$ cat src/stb_pkg.sv
// ----------------------------------------------------------------------------
// stb_pkg: shared definitions for the soft timer bank
// Timer count, item kinds, timer stages and the divider handshake types.
// ----------------------------------------------------------------------------
package stb_pkg;

    localparam int NUM_TIMERS = 8;
    localparam int IDX_W      = (NUM_TIMERS > 1) ? $clog2(NUM_TIMERS) : 1;
    localparam int MASK_W     = 8;
    localparam int TIME_W     = 32;

    // item kinds
    localparam logic [2:0] KIND_TICK    = 3'd0;
    localparam logic [2:0] KIND_START   = 3'd1;
    localparam logic [2:0] KIND_START_P = 3'd2;
    localparam logic [2:0] KIND_STOP    = 3'd3;
    localparam logic [2:0] KIND_TIMEOUT = 3'd4;
    localparam logic [2:0] KIND_TAP     = 3'd5;
    localparam logic [2:0] KIND_ELAPSED = 3'd6;

    // timer stages
    localparam logic [1:0] STAGE_READY = 2'd0;
    localparam logic [1:0] STAGE_REC   = 2'd1;
    localparam logic [1:0] STAGE_DONE  = 2'd2;

    typedef struct packed {
        logic              start;
        logic [TIME_W-1:0] dividend;
        logic [TIME_W-1:0] divisor;
    } div_req_t;

    typedef struct packed {
        logic              done;
        logic [TIME_W-1:0] quotient;
    } div_rsp_t;

endpackage

$ cat src/soft_timer_bank.sv
// ----------------------------------------------------------------------------
// soft_timer_bank: bank of millisecond one-shot / interval software timers
//
// s_axis carries one command per transfer, its kind on s_tuser: tick, start,
// start with period, stop, timeout query, tap or elapsed query. m_axis returns
// exactly one result per command; fields a command does not answer are zero.
// cfg_we / cfg_wdata write the interval mode mask, one bit per timer.
// Commands are handled one at a time: s_tready is high only while the
// sequencer is idle. An interval timer update runs the timer through a
// shared 32-step divider; a one-shot update compares the elapsed time
// with the period. A tick updates every timer in turn; timeout and tap
// queries update their timer first; start, stop and elapsed act directly.
// The result sits in an output register; while the receiver stalls, the
// finished result waits and no new command is taken.
// A synchronous low aresetn clears the counter, all timers and the mask.
// ----------------------------------------------------------------------------
module soft_timer_bank
    import stb_pkg::*;
(
    input  logic              aclk,
    input  logic              aresetn,
    input  logic              cfg_we,
    input  logic [MASK_W-1:0] cfg_wdata,
    input  logic              s_tvalid,
    output logic              s_tready,
    input  logic [39:0]       s_tdata,   // timer_index[2:0], new_period_ms[34:3]
    input  logic [2:0]        s_tuser,   // kind[2:0]
    output logic              m_tvalid,
    input  logic              m_tready,
    output logic [71:0]       m_tdata    // timed_out[0], taps_passed[32:1], elapsed[64:33]
);

    localparam logic [2:0] ST_IDLE   = 3'd0;
    localparam logic [2:0] ST_EXEC   = 3'd1;
    localparam logic [2:0] ST_UPDATE = 3'd2;
    localparam logic [2:0] ST_DIV    = 3'd3;
    localparam logic [2:0] ST_AFTER  = 3'd4;
    localparam logic [2:0] ST_RESULT = 3'd5;

    logic [2:0]        state_reg, state_next;
    logic [2:0]        kind_reg, kind_next;
    logic [IDX_W-1:0]  cur_reg, cur_next;
    logic [TIME_W-1:0] np_reg, np_next;
    logic [MASK_W-1:0] mask_reg, mask_next;
    logic [TIME_W-1:0] now_reg, now_next;

    logic [TIME_W-1:0] start_reg  [NUM_TIMERS];
    logic [TIME_W-1:0] start_next [NUM_TIMERS];
    logic [1:0]        stage_reg  [NUM_TIMERS];
    logic [1:0]        stage_next [NUM_TIMERS];
    logic [TIME_W-1:0] period_reg [NUM_TIMERS];
    logic [TIME_W-1:0] period_next[NUM_TIMERS];
    logic [TIME_W-1:0] ic_reg     [NUM_TIMERS];
    logic [TIME_W-1:0] ic_next    [NUM_TIMERS];
    logic [TIME_W-1:0] tc_reg     [NUM_TIMERS];
    logic [TIME_W-1:0] tc_next    [NUM_TIMERS];

    logic              res_to_reg, res_to_next;
    logic [TIME_W-1:0] res_tap_reg, res_tap_next;
    logic [TIME_W-1:0] res_el_reg, res_el_next;
    logic              mval_reg, mval_next;
    logic [71:0]       mdata_reg, mdata_next;

    logic [2:0]        s_kind;
    logic [2:0]        s_tix;
    logic [IDX_W-1:0]  s_idx;
    logic [TIME_W-1:0] s_np;
    logic [TIME_W-1:0] elapsed;
    logic [TIME_W-1:0] tap_diff;
    logic              cur_interval;

    div_req_t div_req;
    div_rsp_t div_rsp;

    assign s_kind = s_tuser;
    assign s_tix  = s_tdata[2:0];
    assign s_idx  = IDX_W'(s_tix);
    assign s_np   = s_tdata[34:3];

    assign elapsed  = now_reg - start_reg[cur_reg];
    assign tap_diff = ic_reg[cur_reg] - tc_reg[cur_reg];
    // timers beyond the mask width are one-shot
    assign cur_interval = (int'(cur_reg) < MASK_W) ? mask_reg[cur_reg] : 1'b0;

    stb_div u_div (
        .aclk    (aclk),
        .aresetn (aresetn),
        .req     (div_req),
        .rsp     (div_rsp)
    );

    always_comb begin
        state_next   = state_reg;
        kind_next    = kind_reg;
        cur_next     = cur_reg;
        np_next      = np_reg;
        mask_next    = cfg_we ? cfg_wdata : mask_reg;
        now_next     = now_reg;
        start_next   = start_reg;
        stage_next   = stage_reg;
        period_next  = period_reg;
        ic_next      = ic_reg;
        tc_next      = tc_reg;
        res_to_next  = res_to_reg;
        res_tap_next = res_tap_reg;
        res_el_next  = res_el_reg;
        mval_next    = mval_reg;
        mdata_next   = mdata_reg;
        div_req.start    = 1'b0;
        div_req.dividend = elapsed;
        div_req.divisor  = period_reg[cur_reg];

        if (mval_reg && m_tready) begin
            mval_next = 1'b0;
        end

        unique case (state_reg)
            ST_IDLE: begin
                if (s_tvalid) begin
                    kind_next    = s_kind;
                    np_next      = s_np;
                    res_to_next  = 1'b0;
                    res_tap_next = '0;
                    res_el_next  = '0;
                    if (s_kind == KIND_TICK) begin
                        now_next   = now_reg + 1'b1;
                        cur_next   = '0;
                        state_next = ST_UPDATE;
                    end else if (int'(s_tix) < NUM_TIMERS) begin
                        cur_next   = s_idx;
                        state_next = ST_EXEC;
                    end else begin
                        state_next = ST_RESULT;
                    end
                end
            end
            ST_EXEC: begin
                state_next = ST_RESULT;
                unique case (kind_reg)
                    KIND_START, KIND_START_P: begin
                        if (kind_reg == KIND_START_P) begin
                            period_next[cur_reg] = np_reg;
                        end
                        start_next[cur_reg] = now_reg;
                        stage_next[cur_reg] = STAGE_REC;
                        ic_next[cur_reg]    = '0;
                        tc_next[cur_reg]    = '0;
                    end
                    KIND_STOP: begin
                        start_next[cur_reg] = '0;
                        stage_next[cur_reg] = STAGE_READY;
                    end
                    KIND_TIMEOUT, KIND_TAP: begin
                        state_next = ST_UPDATE;
                    end
                    KIND_ELAPSED: begin
                        res_el_next = elapsed;
                    end
                    default: begin
                    end
                endcase
            end
            ST_UPDATE: begin
                state_next = ST_AFTER;
                if (stage_reg[cur_reg] == STAGE_REC) begin
                    if (cur_interval) begin
                        // zero period leaves the interval count alone
                        if (period_reg[cur_reg] != '0) begin
                            div_req.start = 1'b1;
                            state_next    = ST_DIV;
                        end
                    end else if (elapsed >= period_reg[cur_reg]) begin
                        stage_next[cur_reg] = STAGE_DONE;
                    end
                end
            end
            ST_DIV: begin
                if (div_rsp.done) begin
                    ic_next[cur_reg] = div_rsp.quotient;
                    state_next       = ST_AFTER;
                end
            end
            ST_AFTER: begin
                state_next = ST_RESULT;
                priority if (kind_reg == KIND_TICK) begin
                    if (int'(cur_reg) != NUM_TIMERS - 1) begin
                        cur_next   = cur_reg + 1'b1;
                        state_next = ST_UPDATE;
                    end
                end else if (kind_reg == KIND_TIMEOUT) begin
                    res_to_next = (stage_reg[cur_reg] == STAGE_DONE);
                end else begin
                    if (stage_reg[cur_reg] == STAGE_REC && cur_interval
                        && tap_diff != '0) begin
                        tc_next[cur_reg] = ic_reg[cur_reg];
                        res_tap_next     = tap_diff;
                    end
                end
            end
            ST_RESULT: begin
                // wait for the output register to free up
                if (!mval_reg || m_tready) begin
                    mval_next  = 1'b1;
                    mdata_next = {7'b0, res_el_reg, res_tap_reg, res_to_reg};
                    state_next = ST_IDLE;
                end
            end
            default: begin
                state_next = ST_IDLE;
            end
        endcase
    end

    always_ff @(posedge aclk) begin
        if (!aresetn) begin
            state_reg <= ST_IDLE;
            mask_reg  <= '0;
            now_reg   <= '0;
            mval_reg  <= 1'b0;
            for (int i = 0; i < NUM_TIMERS; i++) begin
                start_reg[i]  <= '0;
                stage_reg[i]  <= STAGE_READY;
                period_reg[i] <= '0;
                ic_reg[i]     <= '0;
                tc_reg[i]     <= '0;
            end
        end else begin
            state_reg  <= state_next;
            mask_reg   <= mask_next;
            now_reg    <= now_next;
            mval_reg   <= mval_next;
            start_reg  <= start_next;
            stage_reg  <= stage_next;
            period_reg <= period_next;
            ic_reg     <= ic_next;
            tc_reg     <= tc_next;
        end
        kind_reg    <= kind_next;
        cur_reg     <= cur_next;
        np_reg      <= np_next;
        res_to_reg  <= res_to_next;
        res_tap_reg <= res_tap_next;
        res_el_reg  <= res_el_next;
        mdata_reg   <= mdata_next;
    end

    assign s_tready = (state_reg == ST_IDLE);
    assign m_tvalid = mval_reg;
    assign m_tdata  = mdata_reg;

endmodule

$ cat src/stb_div.sv
// ----------------------------------------------------------------------------
// stb_div: iterative unsigned divider
// Restoring division, one quotient bit per cycle, done pulse after TIME_W steps.
// ----------------------------------------------------------------------------
module stb_div
    import stb_pkg::*;
(
    input  logic     aclk,
    input  logic     aresetn,
    input  div_req_t req,
    output div_rsp_t rsp
);

    localparam int CNT_W = $clog2(TIME_W);

    logic              busy_reg, busy_next;
    logic              done_reg, done_next;
    logic [CNT_W-1:0]  cnt_reg, cnt_next;
    logic [TIME_W-1:0] rem_reg, rem_next;
    logic [TIME_W-1:0] quo_reg, quo_next;
    logic [TIME_W-1:0] dsr_reg, dsr_next;
    logic [TIME_W:0]   shifted;
    logic [TIME_W:0]   diff;

    assign shifted = {rem_reg, quo_reg[TIME_W-1]};
    assign diff    = shifted - {1'b0, dsr_reg};

    always_comb begin
        busy_next = busy_reg;
        done_next = 1'b0;
        cnt_next  = cnt_reg;
        rem_next  = rem_reg;
        quo_next  = quo_reg;
        dsr_next  = dsr_reg;
        if (req.start) begin
            busy_next = 1'b1;
            cnt_next  = '0;
            rem_next  = '0;
            quo_next  = req.dividend;
            dsr_next  = req.divisor;
        end else if (busy_reg) begin
            // quotient bits shift in from the bottom as dividend bits leave the top
            if (!diff[TIME_W]) begin
                rem_next = diff[TIME_W-1:0];
                quo_next = {quo_reg[TIME_W-2:0], 1'b1};
            end else begin
                rem_next = shifted[TIME_W-1:0];
                quo_next = {quo_reg[TIME_W-2:0], 1'b0};
            end
            cnt_next = cnt_reg + 1'b1;
            if (cnt_reg == CNT_W'(TIME_W - 1)) begin
                busy_next = 1'b0;
                done_next = 1'b1;
            end
        end
    end

    always_ff @(posedge aclk) begin
        if (!aresetn) begin
            busy_reg <= 1'b0;
            done_reg <= 1'b0;
            cnt_reg  <= '0;
        end else begin
            busy_reg <= busy_next;
            done_reg <= done_next;
            cnt_reg  <= cnt_next;
        end
        rem_reg <= rem_next;
        quo_reg <= quo_next;
        dsr_reg <= dsr_next;
    end

    assign rsp.done     = done_reg;
    assign rsp.quotient = quo_reg;

endmodule

$ cat config.mk
export PLATFORM = sky130hd
export DESIGN_NAME = soft_timer_bank
export DESIGN_NICKNAME = d
export VERILOG_FILES = /design/src/stb_pkg.sv /design/src/soft_timer_bank.sv /design/src/stb_div.sv
export SDC_FILE = /design/constraint.sdc
export NUM_CORES = 2
export LEC_CHECK = 0
export BUFFER_PORTS_ARGS = -buffer_cell sky130_fd_sc_hd__buf_4
export CAP_MARGIN = 15
export CORE_MARGIN = 2
export CORE_UTILIZATION = 63
export DETAILED_ROUTE_END_ITERATION = 6
export GPL_ROUTABILITY_DRIVEN = 0
export PLACE_DENSITY = 0.84
export SLEW_MARGIN = 0
export SYNTH_ARGS = -nofsm -noshare
export SYNTH_HDL_FRONTEND = slang
export SYNTH_SLANG_ARGS = --single-unit
$ cat constraint.sdc
create_clock -name aclk -period 10 [get_ports aclk]
set_input_delay 0.5 -clock aclk [delete_from_list [all_inputs] [get_ports aclk]]
set_output_delay 0.5 -clock aclk [all_outputs]
set_load 0.005 [all_outputs]
; After elaboration in Yosys (flattened, before gate mapping)
; Cells that the tools add are included.
[op_classes]
add_sub_neg = 6
n_mul = 0
n_div = 0
order_cmp = 4
eq_ne = 30
shift = 0
mux = 81
n_bitwise = 15
reduce_logical = 35
[op_table]
columns = operator, n
row1 = $mux 256, 6
row2 = $pmux 256 s2, 3
row3 = $bwmux 256, 4
row4 = $and 256x256->256, 3
row5 = $mux 32, 17
row6 = $bmux 32 s3, 4
row7 = $not 256->256, 1
row8 = $pmux 32 s2, 2
row9 = $demux 32 s3, 1
row10 = $pmux 16 s2, 2
row11 = $reduce_bool 32->1, 2
row12 = $sub 32x32->32, 2
row13 = $mux 16, 3
row14 = $mux 3, 13
row15 = $sub 33x32->33, 1
row16 = $add 32x1->32 const B, 1
row17 = $ge 32x32->1, 1
row18 = $ne 2x2->1 const B, 12
row19 = $pmux 3 s6, 1
row20 = $and 16x16->16, 1
row21 = $and 8x8->8, 2
row22 = $mux 1, 16
row23 = $not 16->16, 1
row24 = $not 8->8, 2
row25 = other kinds (34), 70
[totals]
reg_bits = 1355
latchBits = 0
mem_bits_rw = 0
rom_bits = 0
inputBits = 56
out_inout_bits = 74
elab_cells = 228
mem_count = 0

; Logic depth before layout (Yosys ltp)
[depth]
depth_word = 11
mapped_depth = 40
depth_no_buf = 31

; Modules after synthesis
; A second synthesis with hierarchy kept.
[unflattened]
cells_unflattened = 7055
hier_area_um2 = 61338.8
[by_module_without_submodules]
columns = module, instances, cells_per_inst, area_each_um2, seq_area_each_um2
row1 = soft_timer_bank, 1, 6474, 55408.1, 26745.7
row2 = stb_div, 1, 581, 5930.7, 2702.6

; Worst setup path before layout
; No wires, ideal clock.
[synth_timing]
path_type = register to register
startpoint = reg cur_reg[2]
endpoint = reg (tool-made name)
setup_ps = 74
t_arrival_ps = 7458
required_time_ps = 9926
setup_slack_ps = 2468
stages_incl_launch_ff = 40
n_path_buf = 10
period_less_slack_ps = 7532
path_cell_list = edfxtp_1 -> buf_2 -> buf_2 -> buf_2 -> buf_2 -> nor3_1 -> clkbuf_1 -> buf_1 -> buf_2 -> buf_2 -> buf_1 -> a22oi_1 -> nand4_1 -> ha_1 -> fa_1 -> nor2b_1 -> o21ai_0 -> a21oi_1 -> (+4 left out) -> a31oi_1 -> o21bai_1 -> a21oi_1 -> xnor2_1 -> ha_1 -> a21o_1 -> a21o_1 -> a21o_1 -> a21oi_1 -> nor2b_1 -> o21ai_0 -> nand2b_1 -> a221o_1 -> a31oi_1 -> o21ai_1 -> clkbuf_1 -> o21ai_0 -> mux2i_1
[synth_lines]
columns = element, line
row1 = "start, declared", soft_timer_bank.sv:42  ; logic [IDX_W-1:0] cur_reg, cur_next;
row2 = "start signal, assigned", soft_timer_bank.sv:239  ; cur_reg <= cur_next;

==> out/results.ini <==
[timing]
layout_min_cycle_time_ns=8.61
fmax_ghz=0.116
skew_ns=0.0329
slew_viol_final=0
setup_tns_ns=0
max_slew_margin=0.0787
period_share=0.861
hold_viol_final=0
rsz0062_at_grt=false
holdWs_ns=0.0533
worstMarginPinSlew_ns=1.38
finalSetupViolations=0

[route]
routedWlPerCell_um=23.8
drc=0
drt-initial-drc-count=8356
viasPerCell=6.78
ant_nets=0
drt_first_pass_iters=7
vias=53598
drt_wl_total_um=188000

[cells_and_area]
area_delta_synth_final_pct=9.92
layout.cells.most_common=nand2_1
layout-drive-gt1-share=0.0896
nFillCells=6823
nets=6710
layout_common_cells=nand2_1, dfxtp_1, a21oi_1

[synthesis]
yosysSeqAreaShare=0.488
synth_ff_type=dfxtp_1
yosysUniqueCellTypes=87
netlist_instances=6749
ys_warn_count=0
synth_edf_count=232
synth_area_um2=60300
synthArstFlopShare=0
syn_area_per_cell_um2=8.93
yosys_register_bits=1355

[die]
chipHeight_um=313
fp.dieW_um=313
ioPinCount=130
die_area_um2=98200
coreArea_um2=94900
initial_core_util=0.636
rows=113

[cts]
htreeDepth=4
numCtsBuffers=138
root_buffer=clkbuf_16
cts.sinks=1355
clk_latency_ns=0.78
cts.clk_slew.worst_paths_ns=0.06
cts_buffer_depth=3
cts_tree=built

[power_and_ir_drop]
total_power_w=0.0130
p_leak_nw=23.5
peakVddDrop_mv=0.182
pwr_density_cell_nw_per_um2=196

[global_route]
grt_max_degree=274
grt_pass1_wl_um=286000
antenna_found_initial=11
grt_pass1_vias=50314
grt_overflow=0
grt_usage=0.370

[worst_setup_path]
start_kind=flip-flop
critical_path_class=reg2reg
cp_max_fo=38
end_kind=flip-flop
critPathMaxStageDelay_ns=0.79
cp.required_ns=10.67
worstPathArrival_ns=9.27
crit_top_cell=a21o_1
crit_slowest_cell=edfxtp_1

[run_status]
status=finished, final reports clean

[min_path]
hold_class=in2reg

[placement]
place_hpwl_um=108000
portBuffers=117

[run]
cap_violations=0

## report_power, final
part	internal (W)	switching (W)	total (W)
registers	0.00574	0.000129	0.00587
logic	0.000435	0.00136	0.00179
clock network	0.00308	0.00222	0.00530
total	0.00925	0.00371	0.0130
## layer usage
metal | vias up | routed length [µm] | share of wire | track usage
li1 | 23588 | - | - | -
met1 | 25474 | 69600 | 0.37 | 0.481
met2 | 3773 | 82000 | 0.44 | 0.562
met3 | 751 | 25700 | 0.14 | 0.0994
met4 | 12 | 10900 | 0.058 | 0.206
met5 | - | 80 | 0.00042 | 0
## timing repair
action | CTS | global route
resized for setup | 0 | 0
endpoints found under the setup margin | 0 | 0
hold endpoints to repair | 42 | 0
hold buffers | 42 | 0
buffers inserted | 0 | 0
## cells in the mapped netlist, drive strengths merged (36+ instances only)
master  instances  area share
a21o           77      0.0096
edfxtp        232        0.12
nor2          266       0.017
a21oi         923       0.078
nor3           36      0.0030
mux2           61       0.011
nand4         294       0.031
nand2        1419       0.088
a22o          328       0.048
mux2i          62       0.010
and2           95      0.0099
a221oi        102       0.015
dfxtp        1123        0.37
a22oi         247       0.031
a211oi         39      0.0056
and3           75      0.0078
o21ai          76      0.0063
xnor2          53      0.0077
xor2           54      0.0078
buf           161       0.015
clkbuf        488       0.032
ha            131       0.027
nand3          49      0.0041
inv            96      0.0060
## worst max-delay path, delay by kind of cell, from the launching register on
family / cells / cell delay [ns]
xor gates and xnor gates: 1 / 0.28
muxes: 1 / 0.23
DFF: 1 / 0.79
and+or+nand+nor: 6 / 1.45
AOI/OAI and AO/OA: 19 / 4.98
adders and majority gates: 3 / 0.71
## kinds of logic after synthesis
kind of cell               Yosys count  share of synthesized area
buffers and inverters              746                     0.0531
xor gates and xnor gates           107                     0.0155
DFF                               1355                      0.488
AOI/OAI and AO/OA                 1929                      0.212
adders and majority gates          134                     0.0282
other                                1                  0.0000622
muxes                              151                     0.0321
and+or+nand+nor                   2326                      0.170
## cell type report
| type | count | area, µm² | share of cell area |
|---|---|---|---|
| inverter | 97 | 372 | 0.00561 |
| clock inverter | 57 | 697 | 0.0105 |
| tap | 1265 | 1580 | 0.0239 |
| sequential | 1355 | 29400 | 0.444 |
| clock buffer | 193 | 3970 | 0.0598 |
| multi-input combinational | 4654 | 27900 | 0.421 |
| antenna | 6 | 15.0 | 0.000227 |
| timing repair buffer | 274 | 2290 | 0.0345 |
## through the flow
stage	area, µm²	setup slack (ns)	utilization	instances
after CTS	66200	1.70	0.698	7894
after detailed placement	61200	1.77	0.645	7602
after global routing	66300	1.09	0.698	7898
after global placement	61200	1.93	0.645	7602
final	66300	1.39	0.699	7901
after floorplan	60300	2.47	-	6755
## path summary, 6_finish.rpt
kind / start / to / slack, ns / depth (start not counted)
worst max-delay path: cur_reg[2] / flip-flop / 1.39 / 30
worst min register to register: res_tap_reg[1] / m_tdata[2] / 0.42 / 0
worst max register to register: cur_reg[2] / flip-flop / 1.39 / 30
worst min-delay path: cfg_wdata[2] / mask_reg[2] / 0.05 / 3
Power figures use the tool's default switching activity.
